<file path="config.mk">
export PLATFORM = sky130hd
export DESIGN_NAME = swtt_mul
export DESIGN_NICKNAME = d
export VERILOG_FILES = /design/src/rtl/swtt_pkg.sv /design/src/rtl/swtt_mul.sv
export SDC_FILE = /design/constraint.sdc
export NUM_CORES = 1
export LEC_CHECK = 0
export BUFFER_PORTS_ARGS = -buffer_cell sky130_fd_sc_hd__buf_2
export CORE_ASPECT_RATIO = 1.5
export CORE_MARGIN = 4
export CORE_UTILIZATION = 60
export CTS_BUF_LIST = sky130_fd_sc_hd__clkbuf_8
export CTS_CLUSTER_DIAMETER = 40
export DETAILED_ROUTE_END_ITERATION = 10
export GPL_TIMING_DRIVEN = 1
export PLACE_DENSITY = 0.83
export SYNTH_ARGS = -nofsm -noshare
export SYNTH_HDL_FRONTEND = slang
export SYNTH_SLANG_ARGS = --single-unit
</file>
<file path="constraint.sdc">
create_clock -name clk -period 6.9 [get_ports clk]
set_input_delay 0.345 -clock clk [delete_from_list [all_inputs] [get_ports clk]]
set_output_delay 0.345 -clock clk [all_outputs]
set_load 0.01 [all_outputs]
</file>
<file path="src/rtl/swtt_pkg.sv">
// shared constants, types and codes for the sliding window trend test
`default_nettype none
package swtt_pkg;

    localparam int MAX_WINDOW  = 64;
    localparam int SAMPLE_BITS = 24;
    localparam int ADDR_W      = 6;
    localparam int LEN_W       = 7;
    localparam int CT_W        = 16;
    localparam int CFG_IDX_W   = 2;
    localparam int MUL_W       = 120;
    localparam int MPLR_W      = 48;
    localparam int STEP_W      = 4;

    // register indexes
    localparam logic [CFG_IDX_W-1:0] CFG_WINDOW_LENGTH = 2'd0;
    localparam logic [CFG_IDX_W-1:0] CFG_CRITICAL_T    = 2'd1;

    // command codes
    localparam logic CMD_PUSH  = 1'b0;
    localparam logic CMD_CLEAR = 1'b1;

    // trend codes
    localparam logic [1:0] TREND_UNKNOWN = 2'd0;
    localparam logic [1:0] TREND_RISING  = 2'd1;
    localparam logic [1:0] TREND_STEADY  = 2'd2;
    localparam logic [1:0] TREND_FALLING = 2'd3;

    // multiply steps of the slope test
    localparam logic [STEP_W-1:0] STEP_NSXY = 4'd0;
    localparam logic [STEP_W-1:0] STEP_SXSY = 4'd1;
    localparam logic [STEP_W-1:0] STEP_NSXX = 4'd2;
    localparam logic [STEP_W-1:0] STEP_SXSX = 4'd3;
    localparam logic [STEP_W-1:0] STEP_NSYY = 4'd4;
    localparam logic [STEP_W-1:0] STEP_SYSY = 4'd5;
    localparam logic [STEP_W-1:0] STEP_AA   = 4'd6;
    localparam logic [STEP_W-1:0] STEP_BC   = 4'd7;
    localparam logic [STEP_W-1:0] STEP_LHS  = 4'd8;
    localparam logic [STEP_W-1:0] STEP_CTCT = 4'd9;
    localparam logic [STEP_W-1:0] STEP_RHS  = 4'd10;

    typedef enum logic [2:0] {
        ST_IDLE,
        ST_WALK,
        ST_MGO,
        ST_MWAIT,
        ST_DONE
    } state_t;

    typedef struct packed {
        logic              start;
        logic [MUL_W-1:0]  mcand;
        logic [MPLR_W-1:0] mplr;
    } mul_req_t;

endpackage
`default_nettype wire

</file>
<file path="src/rtl/swtt_mul.sv">
// shared shift-and-add multiplier, one multiplier bit per cycle
`default_nettype none
module swtt_mul (
    input  wire logic              clk,
    input  wire logic              rst_n,
    input  wire swtt_pkg::mul_req_t req,
    output logic                   done,
    output logic [swtt_pkg::MUL_W-1:0] product
);
    import swtt_pkg::*;

    logic              busy_reg, busy_next;
    logic [MUL_W-1:0]  acc_reg, acc_next;
    logic [MUL_W-1:0]  mcand_reg, mcand_next;
    logic [MPLR_W-1:0] mplr_reg, mplr_next;

    assign done    = busy_reg && (mplr_reg == '0);
    assign product = acc_reg;

    // one add and shift per cycle until the multiplier runs out of ones
    always_comb
    begin
        busy_next  = busy_reg;
        acc_next   = acc_reg;
        mcand_next = mcand_reg;
        mplr_next  = mplr_reg;
        if (req.start)
        begin
            busy_next  = 1'b1;
            acc_next   = '0;
            mcand_next = req.mcand;
            mplr_next  = req.mplr;
        end
        else if (busy_reg)
        begin
            if (mplr_reg == '0)
            begin
                busy_next = 1'b0;
            end
            else
            begin
                acc_next   = acc_reg + (mplr_reg[0] ? mcand_reg : '0);
                mcand_next = {mcand_reg[MUL_W-2:0], 1'b0};
                mplr_next  = {1'b0, mplr_reg[MPLR_W-1:1]};
            end
        end
    end

    always_ff @(posedge clk or negedge rst_n)
    begin
        if (!rst_n)
        begin
            busy_reg <= 1'b0;
        end
        else
        begin
            busy_reg <= busy_next;
        end
    end

    always_ff @(posedge clk)
    begin
        acc_reg   <= acc_next;
        mcand_reg <= mcand_next;
        mplr_reg  <= mplr_next;
    end

endmodule
`default_nettype wire

</file>
==> summary.md, run 1 <==
| Metric | Value |
|---|---|
| Area delta synth->final | `13.74%` |
| H-Tree Depth | `2` |
| I/O Pins | `just under 300` |
| Worst relative slew slack | `25.02%` |
| Top FF cell, synth | `edfxtp_1` |
| First-pass GRT wire length | `between 90 and 100 mm` |
| Setup bufs post-CTS | `0` |
| Crit path max fanout | `89` |
| Hold Crit Depth | `2` |
| Post-route minimum period | `about 5300 ps` |
| Via density | `about 6` |
| Largest net degree at the start of global routing | `between 100 and 150` |
| Ys async rst share | `0.3460%` |
| Synth area leaders | `edfxtp_1 (26%), dfxtp_1 (12%), mux2_2 (9.6%), ha_1 (7.6%), a21oi_1 (6.2%)` |
| Global Route Usage Sum | `between 30% and 40%` |
| Wire per inst | `slightly above 20 µm` |
| Pint | `4.041 mW` |
| Crit end category | `flop` |
| CTS max path bufs | `3` |
| Syn_area_per_cell | `9.103 µm²` |
| Number of synthesized flops with an enable pin | `168` |
| RSZ-0062 raised after global routing | `no` |
| Setup TNS Final | `0 ps` |
| Die Y | `roughly 230 µm` |
| Post-Syn Area | `around 20000 µm²` |
| CP arrival | `about 5800 ps` |
| Antenna Nets Post-Route | `0` |
| PwrDens | `about 300 nW/µm²` |
| Vias in the first global route | `roughly 18000` |
| Clock transition at the registers of the reported paths | `60 ps` |
| Num CTS Buffers | `between 40 and 50` |
| Final hold violation count | `0` |
| Post-DP HPWL | `roughly 42 mm` |
| Top cell type's share of synthesized area | `25.84%` |
| DR vias | `about 17000` |
| CTS root buf | `clkbuf_8` |
| Die width | `around 160 µm` |
| FF/Latch Area | `approximately 7500 µm²` |
| DRC violations left | `0` |
| Yosys top cell by area | `edfxtp_1` |
| R2r worst-path depth | `14` |
| Initial antenna violation count | `6` |
| Flops & latches, synth | `between 200 and 300` |
| Tcrit/Tclk final | `76.56%` |
| Status | `finished clean` |
| Flop pwr share | `between 30% and 40%` |
| Fin nets | `2681` |
| Clk_skew | `23.91 ps` |
| Congestion Overflow GR | `0` |
| Leak pwr | `approximately 9.5 nW` |
| Final setup fails | `0` |
| Clk pwr share | `roughly 22%` |
| # resized after CTS | `0` |
| GPL Wtd Cong | `0.9983` |
| Cell Rows | `80` |
| Filler Cells Inserted | `approximately 2600` |
| Most frequent cells in the layout | `nand2_1 (295), buf_2 (290), a21oi_1 (241)` |
| Multi-input logic area | `between 10000 and 15000 µm²` |
| Syn Nets | `2436` |
| Worst vdd ir | `0.0002086 V` |
| YS warnings | `0` |
| Starting Density | `61.15%` |
| Peak Freq | `roughly 190 MHz` |
| Comb power frac | `41.6%` |
| Netlist cell types | `80` |
| Actual slew at the worst max-slew pin | `roughly 1100 ps` |
| Leading cell type in the layout, fill and taps excluded | `nand2_1` |
| Switching power | `approximately 2.7 mW` |
| Max-cap violations | `0` |
| Sequential area share after synthesis | `about two fifths` |
| Critical path startpoint category | `flop` |
| Power after layout | `around 6.7 mW` |
| # clock sinks | `289` |
| Crit path kind | `flop to flop` |
| Post-Route WL | `around 57 mm` |
| CP required | `about 7400 ps` |
| Core Region | `31930 µm²` |
| Hold/Removal Path Class | `input port to flop` |
| Count of pins over their slew limit | `0` |
| CTS tree | `done` |
| Router iterations before antenna repair | `7` |
| Synth Instances | `approximately 2100` |
| # port buffers | `about 290` |
| Worst skew pair latency | `roughly 610 ps` |
| Switching share of power | `between 30 and 40%` |
| Die area | `around 36000 µm²` |
| First DRT Iteration DRCs | `approximately 1200` |
| Share of layout cells above drive strength 1 | `a little under a quarter` |
synthesized netlist by cell type, types with 54 or more instances:
master	count
clkbuf_1	92
xnor2_1	60
a21oi_1	241
and2_1	129
edfxtp_1	168
nor2_1	111
a21o_1	54
nand2_1	295
mux2_2	166
ha_1	119
o21ai_0	97
dfxtp_1	120
cell families (layout without fill, tap and decap cells):
| group | after synthesis | after routing | synth area share [%] |
|---|---|---|---|
| AOI/OAI and AO/OA | 590 | 590 | 18.86 |
| xor gates and xnor gates | 105 | 105 | 4.710 |
| adders and majority gates | 120 | 120 | 7.728 |
| buffers and inverters | 162 | 442 | 3.249 |
| DFF | 289 | 289 | 38.27 |
| muxes | 167 | 167 | 9.624 |
| other | 0 | 5 | 0 |
| and+or+nand+nor | 712 | 712 | 17.56 |
stage by stage:
stage / utilization, % / instances / hold slack, ps / cell area [µm²] / setup slack, ps
after floorplan: - / 2145 / 49.41 / 19530 / 1986
after global placement: 66.13 / 2734 / 127.7 / 21120 / 1730
after detailed placement: 66.13 / 2734 / 129.8 / 21120 / 1676
after CTS: 69.52 / 2835 / 0.01366 / 22200 / 1604
after global routing: 69.56 / 2840 / 15.92 / 22210 / 1225
final: 69.56 / 2840 / 36.65 / 22210 / 1617
path summary, 6_finish.rpt:
check / slack, ps / from / end
setup / recovery: 1620 / mplr_reg[0] / product[117]
hold / removal: 40 / req[146] / mcand_reg[98]
setup reg to reg: 1620 / mplr_reg[0] / product[117]
hold reg to reg: 470 / product[37] / product[37]
max in group asynchronous: 6760 / rst_n / busy_reg
min in group asynchronous: 50 / rst_n / busy_reg
routing by layer:
layer  wire (µm)  track usage, %  up-vias
met2       29240           55.31      631
met1       21010           34.54     8136
met3        3630           5.683      211
li1            -               -     8344
met4        3457           17.14        2
met5          13               0        -
worst max-delay path: stages, from the launching register on:
cell	delay, ps
edfxtp_1	910
buf_4	680
and2_1	240
ha_1	280
nand4_1	220
nor4_1	530
nand4_1	200
inv_1	170
o211ai_1	310
a311oi_2	570
o211ai_1	210
a21oi_1	270
o2111ai_1	160
mux2i_1	190
o311ai_1	110
power by group through the flow:
stage | combinational, mW | sequential (mW) | clock, mW
3_3_place_gp | 2.69 | 2.46 | 0
5_1_grt | 3.06 | 2.48 | 1.57
6_report | 2.78 | 2.45 | 1.46
4_1_cts | 2.75 | 2.45 | 1.50
2_1_floorplan | 1.88 | 2.50 | 0
3_5_place_dp | 2.73 | 2.48 | 0
layout make-up:
type,count,area share (%)
Multi-Input combinational cell,1694,51.50
Tap cell,410,2.310
Sequential cell,289,33.64
Antenna cell,5,0.05633
Inverter,41,0.7154
Clock buffer,55,3.408
Timing Repair Buffer,318,7.718
Clock inverter,28,0.6535
repair_timing:
| action | CTS | global route |
|---|---|---|
| hold endpoints to repair | 18 | 0 |
| endpoints found under the setup margin | 0 | 0 |
| hold buffers | 18 | 0 |
Power figures use the tool's default switching activity.
==> inputs of run 2 (changes only) <==
==> constraint.sdc (replaced) <==
create_clock -name clk -period 5.34 [get_ports clk]
set_input_delay 0.267 -clock clk [delete_from_list [all_inputs] [get_ports clk]]
set_output_delay 0.267 -clock clk [all_outputs]
set_load 0.01 [all_outputs]
==> run 2 against run 1 <==
Effect of this change: global-route usage up 4.3 points; sequential cell count unchanged; fmax rose by 15%; first-iteration DRC count grew 21%; worst hold slack worse by 19 ps; non-clock buffer count up 153; wire length increased by 14%; largest power group unchanged.
==> summary.md, run 2 (synthesis results as in run 1) <==
| Metric | Value |
|---|---|
| Status | `finished clean` |
| Flop2flop setup slack | `760 ps` |
| Via density | `6.262` |
| DP Area | `between 20000 and 25000 µm²` |
| CP Depth | `15` |
| Worst relative slew slack | `between 30% and 40%` |
| Share of layout cells above drive strength 1 | `21.86%` |
| PwrDens | `approximately 380 nW/µm²` |
| Clock transition at the registers of the reported paths | `70 ps` |
| Initial antenna violation count | `1` |
| Switching share of power | `about two fifths` |
| H-Tree Depth | `2` |
| Post-Layout Cell Count | `~3000` |
| Design area | `approximately 24000 µm²` |
| I/O Pins | `292` |
| CP required | `slightly below 6000 ps` |
| Router iterations before antenna repair | `7` |
| Antenna Nets Post-Route | `0` |
| Cell Rows | `80` |
| Power after layout | `between 9 and 10 mW` |
| Worst skew pair latency | `roughly 630 ps` |
| Post-route minimum period | `4578 ps` |
| GPL Wtd Cong | `about 0.96` |
| R2r worst-path depth | `15` |
| CP top delay family | `compound AO/OA/AOI/OAI gates` |
| Worst vdd ir | `0.0002942 V` |
| Area delta synth->final | `22.07%` |
| Crit end category | `flop` |
| Placed Instances | `roughly 2700` |
| Die width | `155.3 µm` |
| CTS root buf | `clkbuf_8` |
| Vias in the first global route | `roughly 19000` |
| Congestion Overflow GR | `0` |
| Setup TNS Final | `0 ps` |
| Crit path kind | `flop to flop` |
| RSZ-0062 raised after global routing | `no` |
| Hold/Removal Path Class | `input port to flop` |
| Final setup fails | `0` |
| Peak Freq | `about 220 MHz` |
| # clock sinks | `approximately 290` |
| Clk pwr share | `between 20% and 30%` |
| R2R Path End | `product[90]` |
| CP dominant cell by count | `o21ai_1` |
| First-pass GRT wire length | `101.5 mm` |
| Hold slack | `between 15 and 20 ps` |
| # resized after CTS | `0` |
| Leak pwr | `roughly 10 nW` |
| Setup crit end | `product[90]` |
| Largest net degree at the start of global routing | `122` |
| Max stage delay on crit path | `just under 600 ps` |
| Max-cap violations | `0` |
| Post-DP HPWL | `42.54 mm` |
| Die area | `35550 µm²` |
| Count of pins over their slew limit | `0` |
| Crit path max fanout | `27` |
| Pint | `between 5 and 6 mW` |
| Setup bufs post-CTS | `0` |
| Leading cell type in the layout, fill and taps excluded | `nand2_1` |
| CP arrival | `5060 ps` |
| Flop pwr share | `34.9%` |
| Actual slew at the worst max-slew pin | `1002 ps` |
| Critical path startpoint category | `flop` |
| First DRT Iteration DRCs | `~1400` |
| Worst path bufs/invs | `1` |
| Final hold violation count | `0` |
| Cell breakdown of the critical path | `buf_4, and2_1, ha_1, fa_1, a21o_1, a221o_1, a32oi_1, a21bo_2, a221oi_4, a211oi_1, a31oi_1, o21ai_1, a21boi_1, xor2_1, o21ai_1` |
| Num CTS Buffers | `48` |
| Fin nets | `around 2800` |
| CTS tree | `done` |
| Clk_skew | `35.04 ps` |
| Die Y | `228.9 µm` |
| Worst setup startpoint | `mplr_reg[0]` |
| Switching power | `around 3.6 mW` |
| Global Route Usage Sum | `35.33%` |
| Most frequent cells in the layout | `nand2_1 (295), buf_2 (290), a21oi_1 (241)` |
| DRC violations left | `0` |
| CTS max path bufs | `3` |
| Tcrit/Tclk final | `between 80% and 90%` |
| Comb power frac | `between 40% and 50%` |
| Post-Route WL | `~65 mm` |
| Slowest CP cell | `a221oi_4` |
| Worst r2r src | `mplr_reg[0]` |
| # port buffers | `roughly 290` |
| DR vias | `~19000` |
| Wire per inst | `21.80 µm` |
| Core Region | `~32000 µm²` |
| Starting Density | `between 60% and 70%` |
## run 2: how the worst min path moves through the flow
stage / start / endpoint / slack [ps] / depth (start not counted)
after floorplan: rst_n / busy_reg / -30 / 0
after global placement: rst_n / busy_reg / 60 / 1
after global routing: req[156] / mcand_reg[108] / 7 / 2
after detailed placement: rst_n / busy_reg / 60 / 1
after CTS: req[156] / mcand_reg[108] / 0.01 / 2
final: req[156] / mcand_reg[108] / 20 / 2
## run 2: what timing repair did
action,CTS,global route
setup endpoints to repair,0,0
hold buffers,166,0
hold endpoints to repair,165,0
## run 2: worst register-to-register path, stage by stage (launching register included)
cell	delay (ps)
edfxtp_1	440
buf_4	250
and2_1	170
ha_1	230
fa_1	420
a21o_1	200
a221o_1	360
a32oi_1	200
a21bo_2	310
a221oi_4	590
a211oi_1	250
a31oi_1	380
o21ai_1	170
a21boi_1	200
xor2_1	190
o21ai_1	100
## run 2: per-layer routing
layer,global-route usage [%],up-vias,share of wire [%]
met1,38.07,8811,35
met5,0,-,0
met2,63.98,987,51
met4,20.45,0,6.8
li1,-,8655,-
met3,6.289,307,7.3
## run 2: area by class of cell
cell class	instances	area, µm²
multi-input combinational	1694	11440
sequential	289	7472
clock buffer	56	770.7
inverter	41	158.9
clock inverter	34	222.7
timing repair buffer	471	3258
fill	2206	8095
tap	410	513.0
antenna	1	2.502
## run 2: power by group through the flow
| stage | clock (mW) | combinational [mW] | sequential (mW) |
|---|---|---|---|
| floorplan | 0 | 2.43 | 3.23 |
| global placement | 0 | 3.52 | 3.18 |
| CTS | 2.09 | 3.69 | 3.16 |
| finish | 2.11 | 3.81 | 3.18 |
| global route | 2.21 | 4.14 | 3.22 |
| detailed placement | 0 | 3.57 | 3.20 |
## run 2: per-stage QoR
step	worst slack, ps	utilization, %
final	762.2	74.65
after global routing	529.1	74.65
after CTS	914.3	74.64
after detailed placement	951.9	66.32
after global placement	1045	66.32
after floorplan	426.5	-
