$ cat config.mk
export PLATFORM = sky130hd
export DESIGN_NAME = swtt_ram
export DESIGN_NICKNAME = d
export VERILOG_FILES = /design/src/rtl/swtt_ram.sv
export SDC_FILE = /design/constraint.sdc
export NUM_CORES = 1
export LEC_CHECK = 0
export ABC_AREA = 1
export CAP_MARGIN = 15
export CORE_UTILIZATION = 36
export CTS_CLUSTER_DIAMETER = 200
export DETAILED_ROUTE_END_ITERATION = 8
export DONT_BUFFER_PORTS = 1
export GPL_TIMING_DRIVEN = 0
export PLACE_DENSITY_LB_ADDON = 0.05
export SKIP_LAST_GASP = 1
export SYNTH_ARGS = -nofsm -noshare
export SYNTH_HDL_FRONTEND = slang
export SYNTH_SLANG_ARGS = --single-unit
$ cat constraint.sdc
create_clock -name clk -period 1.1 [get_ports clk]
set_input_delay 0.055 -clock clk [delete_from_list [all_inputs] [get_ports clk]]
set_output_delay 0.055 -clock clk [all_outputs]
set_load 0.005 [all_outputs]
$ cat src/rtl/swtt_ram.sv
// generic single write, single read ram with registered read data
`default_nettype none
module swtt_ram #(
    parameter int WIDTH = 8,
    parameter int DEPTH = 16
) (
    input  wire logic                     clk,
    input  wire logic                     wr_en,
    input  wire logic [$clog2(DEPTH)-1:0] wr_addr,
    input  wire logic [WIDTH-1:0]         wr_data,
    input  wire logic [$clog2(DEPTH)-1:0] rd_addr,
    output logic      [WIDTH-1:0]         rd_data
);

    logic [WIDTH-1:0] mem [DEPTH];

    // write port and registered read port
    always_ff @(posedge clk)
    begin
        if (wr_en)
        begin
            mem[wr_addr] <= wr_data;
        end
        rd_data <= mem[rd_addr];
    end

endmodule
`default_nettype wire

==> results of run 1 <==
==> registers in the layout, indices dropped and copies added, names as in the netlist <==
register  flops
rd_data       8
mem         128
==> per-stage QoR <==
stage / instance area (um2) / instances / util [%]
2_1_floorplan: 5770 / 551 / -
3_3_place_gp: 6030 / 762 / 39.1
3_5_place_dp: 6030 / 762 / 39.1
4_1_cts: 6700 / 802 / 43.4
5_1_grt: 6710 / 802 / 43.5
6_report: 6710 / 802 / 43.5
==> worst max-delay path by stage <==
stage / slack (ns) / cells after the start / to / start
2_1_floorplan: 0.09 / 2 / mem[4][0]$_DFFE_PP_ / wr_addr[3]
3_3_place_gp: -0.49 / 2 / mem[6][2]$_DFFE_PP_ / wr_addr[3]
3_5_place_dp: -0.50 / 2 / mem[6][2]$_DFFE_PP_ / wr_addr[3]
4_1_cts: 0.02 / 1 / mem[13][0]$_DFFE_PP_ / wr_data[0]
5_1_grt: -0.0003 / 6 / rd_data[1]$_DFF_P_ / mem[6][1]$_DFFE_PP_
6_report: 0.05 / 1 / mem[7][7]$_DFFE_PP_ / wr_data[7]
==> area by class of cell <==
cell class	count	area (um2)	share of cell area (%)
repair buffers	8	82.6	1.23
clock inverters	9	98.8	1.47
well taps	211	264	3.93
clock buffers	23	478	7.12
flip-flops and latches	136	4000	59.6
multi-input cells	289	1240	18.4
plain buffers	24	166	2.48
inverters	102	383	5.70
==> worst register-to-register path: cells and delay by family (launching register included) <==
| kind | cells | cell delay [ns] |
|---|---|---|
| buffers and inverters | 1 | 0.06 |
| DFF | 1 | 0.37 |
| and+or+nand+nor | 5 | 0.50 |
==> where the power goes <==
group | total (W) | internal, W | switching [W]
combinational | 0.000731 | 0.000205 | 0.000526
sequential | 0.00583 | 0.00580 | 0.0000359
clock | 0.00553 | 0.00349 | 0.00204
total | 0.0121 | 0.00950 | 0.00260
==> cell usage in the layout (no fill, tap or decap), drive strengths merged <==
cell type,count
nand2,173
nand3b,2
edfxtp,128
bufinv,2
nor2,17
nand3,97
dlygate4sd3,7
dfxtp,8
dlymetal6s4s,1
clkinv,5
buf,24
inv,102
clkbuf,23
clkinvlp,2
==> routing by layer <==
layer  up-vias  track usage (%)  share of wire, %  routed length, um
li1       1831                -                 -                  -
met1      1785             29.0                49               7420
met2        91             29.2                44               6690
met3        17             3.95               4.5                681
met4         2             8.10               1.8                265
met5         -                0             0.086                 13
==> cell families after synthesis <==
| kind of cell | count (synthesis) |
|---|---|
| buffers and inverters | 126 |
| and+or+nand+nor | 289 |
| DFF | 136 |
==> repair_timing <==
action                                  4_1_cts  5_1_grt
resized for setup                             4        4
endpoints found under the setup margin       20       18
hold buffers                                  8        0
hold endpoints to repair                    128        0
==> results.toml, run 1 <==
[routing]
drc = 0
vias_per_cell = 4.65
drtPass1Iterations = 5
via_count = 3726
ant_nets = 0
drt_iter0_drc = 322
wirelength_um = 15100
post_drt_wl_per_cell_um = 18.8

[die]
ios = 26
die_area_um2 = 16500
core_area_um2 = 15400
initial_core_util_pct = 37.4
fp.dieW_um = 129
num_rows = 45
die_h_um = 129

[finish]
synthToLayoutAreaGrowth_pct = 16.4
layout.nets = 596
drive_gt1_share_pct = 10.2
fillers = 1516
diodes = 0

[synthesis]
yosys.area.top_type_share_pct = 66.7
ys_warn_count = 0
synth_compound_area_share_pct = 0
synth-simple-area-share_pct = 21.0
synth_top_cell_by_area = "edfxtp_1"
synth_top_family_by_area = "simple AND/OR/NAND/NOR gates"
synth_area_um2 = 5770
synthCells = 551
synth_edf_count = 128
synth_fa_ha_area_share_pct = 0
ys_seq_area_share_pct = 69.4
synthFlopType = "edfxtp_1"
synth.avg_cell_area_um2 = 10.5
synthXorXnorAreaFrac_pct = 0
synth.most_common_cell = "nand2_1"
synth-seq-cells = 136
synth_area_leaders = "edfxtp_1, nand2_1, nand3_1, inv_1, dfxtp_1"
synth_cell_types = 12
muxShareOfSynthArea_pct = 0
synth_common_cells = "nand2_1, edfxtp_1, inv_1"
async_flop_share_pct = 0
synth_nets = 569

[pwr]
vdd_drop_max_mv = 1.02
pwr_density_cell_nw_per_um2 = 1800
p_leak_nw = 2.85
power.total_w = 0.0121

[global_route]
overflow = 0
grt_pass1_vias = 3688
grt_use_total_pct = 19.9
antenna_found_initial = 1
grt_max_degree = 17
grt_pass1_wl_um = 22900

[clock_network]
cts_buffer_depth = 2
cts_root_buf = "clkbuf_16"
cts_inserted_buffers = 17
post-cts-setup-buffers = 0
numClockSinks = 136
clkTransAtPathRegs_ns = 0.06
h-tree-depth = 4
cts_tree = "done"
clk-insertion-delay-late_ns = 0.41

[critical_path]
reg2reg_depth = 6
cp-end-kind = "register"
startpoint_type = "primary input"
r2r-start = "mem[7][4]$_DFFE_PP_"
path_max_fanout = 16
cpLargestDelayFamily = "buffers and inverters"
r2r_end = "rd_data[4]$_DFF_P_"
crit_buf_inv = 1
worstSetupPathType = "primary input to register"
cp_cell_sequence = "dlygate4sd3_1"
cp.arrival_ns = 1.14
critPathSlowestCell = "dlygate4sd3_1"
worstPathRequired_ns = 1.19
crit_path_max_incr_delay_ns = 1.08
reg2reg_slack_ns = 0.05

[job]
maxCapViolCount = 0

[placed_design]
preCtsSetupSlack_ns = -0.497
gp_congestion = 0.817
port_buffers = 0
hpwlAfterDp_um = 9920

[outcome]
status = "finished clean"

[hold_path]
worstHoldStart = "rd_addr[3]"
hp-class = "primary input to register"
hold_end = "rd_data[3]$_DFF_P_"
holdPathStages = 3

[sta]
setup_viol = 0
post-route-period-util_pct = 95.3
worst_hold_slack_ns = 0.0922
slew_viol_final = 0
slew-limit-headroom_pct = 40.6
tightestPinTransition_ns = 0.891
fmax_mhz = 954
setup_tns_ns = 0
setup_ws_ns = 0.0513
clock_skew_ns = 0.00578
hold_viol = 0
timing.final.crit_period_ns = 1.05
grt_setup_unrepaired = "yes"
No activity file was read; power rests on OpenSTA's default activity.
==> run 2, diff against run 1 <==
- CORE_ASPECT_RATIO: unset -> 2
==> run 2 against run 1 <==
Net effect: combinational power is 1% higher; via count is 0.78% lower; die area is 0.19% higher; wire length is 4.0% higher; register-to-register slack worse by 0.05 ns; final cell count is 1.1% lower; count of clock-buffer cells in the layout is 1 higher; sequential share of layout area is 0.14 points lower; final area is 0.24% higher; core utilization is 0.64 points lower; highest routed layer unchanged.
==> results.toml, run 2 (synthesized netlist as in run 1, its figures left out) <==
[die]
fp.dieW_um = 91.5
core_area_um2 = 15700
num_rows = 65
initial_core_util_pct = 36.7
die_area_um2 = 16600
ios = 26
die_h_um = 181

[sta]
slew-limit-headroom_pct = 37.2
setup_viol = 0
setup_ws_ns = 0.00245
slew_viol_final = 0
grt_setup_unrepaired = "no"
timing.final.crit_period_ns = 1.10
tightestPinTransition_ns = 0.939
worst_hold_slack_ns = 0.0662
post-route-period-util_pct = 99.8
fmax_mhz = 911
clock_skew_ns = 0.00598
hold_viol = 0
setup_tns_ns = 0

[clock_network]
cts_root_buf = "clkbuf_16"
cts_tree = "done"
clkTransAtPathRegs_ns = 0.06
cts_inserted_buffers = 17
clk-insertion-delay-late_ns = 0.41
cts_buffer_depth = 2
h-tree-depth = 4
numClockSinks = 136

[finish]
fillers = 1547
layout_commonest_cell = "nand2_1"
fin_area_um2 = 6730
top_regs = "mem: 128 flops, rd_data: 8 flops"
post-route-util_pct = 42.9
synthToLayoutAreaGrowth_pct = 16.7
layout.nets = 596
largest_reg_flops = 128
top_register = "mem"
final_cell_mix = "nand2_1, edfxtp_1, inv_1"
drive_gt1_share_pct = 10.2

[pwr]
p_int_w = 0.00948
vdd_drop_max_mv = 1.09
p_clk_share_pct = 46.2
pwr-share-comb_pct = 6.0
p_switching_w = 0.00272
seqPwrFrac_pct = 47.8
swShare_pct = 22.3
p_leak_nw = 2.86
pwr_density_cell_nw_per_um2 = 1810

[critical_path]
reg2reg_slack_ns = 0.002
crit_path_max_incr_delay_ns = 0.35
critPathSlowestCell = "edfxtp_1"
cp_cell_sequence = "inv_1 -> nand2_1 -> nand3_1 -> nand3_1 -> nand3_1 -> nand2_1"
path_max_fanout = 1
worstSetupPathType = "register to register"
startpoint_type = "register"
cp-end-kind = "register"
worstPathRequired_ns = 1.41
crit_path_frequent_cell = "nand3_1"
cp.arrival_ns = 1.40
crit_buf_inv = 1
cpLargestDelayFamily = "simple AND/OR/NAND/NOR gates"

[placed_design]
preCtsSetupSlack_ns = -0.339
placed_area_um2 = 6020
gp_congestion = 0.852
hpwlAfterDp_um = 10700
port_buffers = 0

[global_route]
grt_max_degree = 17
antenna_found_initial = 2
grt_pass1_vias = 3663
grt_use_total_pct = 20.5
grt_pass1_wl_um = 23200
overflow = 0

[routing]
vias_per_cell = 4.66
drt_iter0_drc = 177
post_drt_wl_per_cell_um = 19.8
drc = 0
ant_nets = 0
wirelength_um = 15700
via_count = 3697
drtPass1Iterations = 5

[job]
maxCapViolCount = 0

[outcome]
status = "finished clean"

[hold_path]
hp-class = "primary input to register"
run 2: cell types whose count changed in the layout (fill, tap and decap cells not counted), sizes merged:
cell,change
bufinv,-2
clkbuf,+1
clkinv,+1
diode,+1
dlygate4sd3,+1
dlymetal6s4s,-1
run 2: area by class of cell:
class / count / area [um2] / share of cell area [%]
timing repair buffer: 8 / 80.1 / 1.19
inverter: 102 / 383 / 5.69
clock inverter: 8 / 56.3 / 0.837
tap: 201 / 251 / 3.74
clock buffer: 24 / 547 / 8.13
buffer: 24 / 166 / 2.47
antenna: 1 / 2.50 / 0.0372
multi-input combinational: 289 / 1240 / 18.4
sequential: 136 / 4000 / 59.5
run 2: metal layers:
| metal | vias up | GRT usage, % | wire, um |
|---|---|---|---|
| li1 | 1831 | - | - |
| met1 | 1744 | 22.2 | 5870 |
| met4 | 2 | 11.6 | 779 |
| met2 | 92 | 36.3 | 8480 |
| met3 | 28 | 4.50 | 532 |
| met5 | - | 0 | 13 |
run 2: worst min-delay path: cells and delay by family:
kind	cells	cell delay [ns]
AND/OR/NAND/NOR	2	0.18
buffers and inverters	1	0.20
run 2: worst paths after layout:
path	start	end	cells past startpoint
hold / removal	rd_addr[3]	rd_data[5]$_DFF_P_	3
setup / recovery	mem[6][5]$_DFFE_PP_	rd_data[5]$_DFF_P_	6
hold reg to reg	mem[10][6]$_DFFE_PP_	rd_data[6]$_DFF_P_	6
setup reg to reg	mem[6][5]$_DFFE_PP_	rd_data[5]$_DFF_P_	6
run 2: power by group through the flow:
| stage | registers, W | logic [W] | clock network (W) |
|---|---|---|---|
| after floorplan | 0.00593 | 0.000409 | 0 |
| after global placement | 0.00594 | 0.000628 | 0 |
| after detailed placement | 0.00594 | 0.000628 | 0 |
| after CTS | 0.00583 | 0.000748 | 0.00570 |
| after global routing | 0.00584 | 0.000816 | 0.00592 |
| final | 0.00583 | 0.000738 | 0.00564 |
run 2: what timing repair did:
item                       in CTS  in global routing
setup buffers                   0                  0
gates cloned                    0                  0
hold endpoints to repair      128                  0
hold buffers                    8                  0
resized for setup               2                  3
pin swaps                       0                  0
setup endpoints to repair       2                  3
run 2: metrics by stage:
| stage | std cells | power [W] |
|---|---|---|
| global placement | 752 | 0.00657 |
| global route | 793 | 0.0126 |
| floorplan | 551 | 0.00634 |
| CTS | 792 | 0.0123 |
| finish | 793 | 0.0122 |
| detailed placement | 752 | 0.00657 |
==> run 3, diff against run 2 <==
- ABC_AREA: 1 -> unset
==> run 3 against run 2 <==
Net effect: the flow now finishes with violations (hold timing, setup timing); synthesized area decreased by 11%; global-route usage decreased by 3.2 points; die area decreased by 11%; count of clock-buffer cells in the layout decreased by 4; critical endpoint unchanged; sequential power about the same; core utilization increased by 1.2 points; highest routed layer is now met4; setup slack got worse by 0.26 ns; final cell count decreased by 42%; sequential share of layout area increased by 6.0 points; critical path type unchanged; power decreased by 1.4%; clock power about the same; final area decreased by 9.1%; largest power group unchanged.
==> results.toml, run 3 <==
[outcome]
status = "complete, but fails checks"
violations = "hold timing, setup timing"

[synthesis]
muxShareOfSynthArea_pct = 15.0
synth_area_um2 = 5150
synth_area_leaders = "edfxtp_1, mux4_2, mux4_1, dfxtp_1, a22oi_1"
synth-simple-area-share_pct = 3.18
synth_top_cell_by_area = "edfxtp_1"
synth_nets = 247
async_flop_share_pct = 0
synth_compound_area_share_pct = 2.33
yosys.area.top_type_share_pct = 74.7
synthFlopType = "edfxtp_1"
synth.most_common_cell = "edfxtp_1"
synth_cell_types = 19
ys_seq_area_share_pct = 77.8
synth_top_family_by_area = "multiplexers"
synth_edf_count = 128
synth-seq-cells = 136
synth.avg_cell_area_um2 = 22.5
synth_fa_ha_area_share_pct = 0
synthCells = 229
synthXorXnorAreaFrac_pct = 0
synth_common_cells = "edfxtp_1, mux4_2, a22oi_1"
ys_warn_count = 0

[clock_network]
cts_inserted_buffers = 17
cts_tree = "done"
h-tree-depth = 4
numClockSinks = 136
cts_buffer_depth = 2
post-cts-setup-buffers = 0
clk-insertion-delay-late_ns = 0.41
cts_root_buf = "clkbuf_16"
clkTransAtPathRegs_ns = 0.06
cts_hold_buffers = 8

[routing]
drc = 0
drtPass1Iterations = 4
via_count = 2298
vias_per_cell = 5.02
post_drt_wl_per_cell_um = 24.8
ant_nets = 0
drt_iter0_drc = 134
wirelength_um = 11300

[die]
die_h_um = 171
core_area_um2 = 13900
ios = 26
initial_core_util_pct = 37.1
die_area_um2 = 14800
num_rows = 61
fp.dieW_um = 86.6

[pwr]
pwr-share-comb_pct = 4.6
seqPwrFrac_pct = 48.4
pwr_density_cell_nw_per_um2 = 1970
p_int_w = 0.00952
p_clk_share_pct = 47.0
p_leak_nw = 1.93
swShare_pct = 21.0
p_switching_w = 0.00253
vdd_drop_max_mv = 1.02

[finish]
fin_cells = 458
synthToLayoutAreaGrowth_pct = 18.8
layout.nets = 274
drive_gt1_share_pct = 30.9
final_cell_mix = "edfxtp_1, mux4_2, clkbuf_16"
diodes = 0
post-route-util_pct = 44.0
largest_reg_flops = 128
top_register = "mem"
top_regs = "mem: 128 flops, rd_data: 8 flops"
fin_area_um2 = 6120
layout_commonest_cell = "edfxtp_1"

[critical_path]
cp-end-kind = "register"
startpoint_type = "register"
path_max_fanout = 1
reg2reg_slack_ns = -0.26
worstSetupPathType = "register to register"
cp.arrival_ns = 1.65
worstPathRequired_ns = 1.39

[placed_design]
hpwlAfterDp_um = 7460
dpl.cell_count = 418
port_buffers = 0
gp_congestion = 0.715
placed_area_um2 = 5420

[sta]
slew-limit-headroom_pct = 38.8
fmax_mhz = 736
setup_viol = 8
hold_viol = 32
slew_viol_final = 0
setup_tns_ns = -1.86
worst_hold_slack_ns = -0.118
clock_skew_ns = 0.00929
grt_setup_unrepaired = "yes"
post-route-period-util_pct = 124
timing.final.crit_period_ns = 1.36
tightestPinTransition_ns = 0.914
setup_ws_ns = -0.259

[global_route]
grt_use_total_pct = 17.3
grt_pass1_wl_um = 16600
grt_max_degree = 17
overflow = 0
grt_pass1_vias = 2533
antenna_found_initial = 0

[hold_path]
hp-class = "primary input to register"

[job]
maxCapViolCount = 0
[run 3: cell types whose count changed in the layout (fill, tap and decap cells not counted), sizes merged, moves of 16 or more]
cell	delta
a22oi	+16
nand3	-96
inv	-99
buf	-17
nand2	-164
mux4	+32
[run 3: metal layers]
layer	global-route usage, %	wire, um
met4	7.83	286
met2	30.4	6340
met5	0	0
met3	4.78	354
met1	19.1	4370
[run 3: path summary, 6_finish.rpt]
check	start	endpoint	cells after the start
worst max-delay path	mem[2][5]$_DFFE_PP_	rd_data[5]$_DFF_P_	3
worst min register to register	mem[14][3]$_DFFE_PP_	rd_data[3]$_DFF_P_	3
worst min-delay path	wr_addr[1]	mem[0][0]$_DFFE_PP_	1
worst max register to register	mem[2][5]$_DFFE_PP_	rd_data[5]$_DFF_P_	3
[run 3: area by class of cell]
class | count | area (um2)
Tap cell | 189 | 236
Multi-Input combinational cell | 83 | 1080
Clock buffer | 20 | 457
Timing Repair Buffer | 8 | 80.1
Buffer | 10 | 120
Sequential cell | 136 | 4000
Clock inverter | 12 | 141
Fill cell | 1271 | 7770
[run 3: what timing repair did]
item	CTS	global route
gates resized for setup	4	2
cloned	0	0
setup endpoints to repair	8	8
hold endpoints to repair	160	32
pin swaps	0	0
[run 3: critical path: stages (launching register included)]
cell      delay (ns)
edfxtp_1        0.37
mux4_2          0.52
a22oi_1         0.26
nand2_1         0.10
[run 3: kinds of logic after synthesis]
| logic type | count (synthesis) |
|---|---|
| muxes | 32 |
| buffers and inverters | 10 |
| and+or+nand+nor | 35 |
| AOI/OAI and AO/OA | 16 |
| DFF | 136 |
[run 3: per-stage QoR]
stage | setup slack [ns] | total power [W]
after CTS | -0.303 | 0.0122
after global placement | -0.378 | 0.00640
final | -0.259 | 0.0120
after floorplan | -0.0696 | 0.00625
after global routing | -0.326 | 0.0124
after detailed placement | -0.393 | 0.00641
[run 3: power groups by stage]
| stage | clock network [W] | logic (W) | registers [W] |
|---|---|---|---|
| 2_1_floorplan | 0 | 0.000324 | 0.00593 |
| 3_3_place_gp | 0 | 0.000466 | 0.00594 |
| 3_5_place_dp | 0 | 0.000464 | 0.00594 |
| 4_1_cts | 0.00575 | 0.000576 | 0.00583 |
| 5_1_grt | 0.00599 | 0.000603 | 0.00584 |
| 6_report | 0.00565 | 0.000559 | 0.00583 |
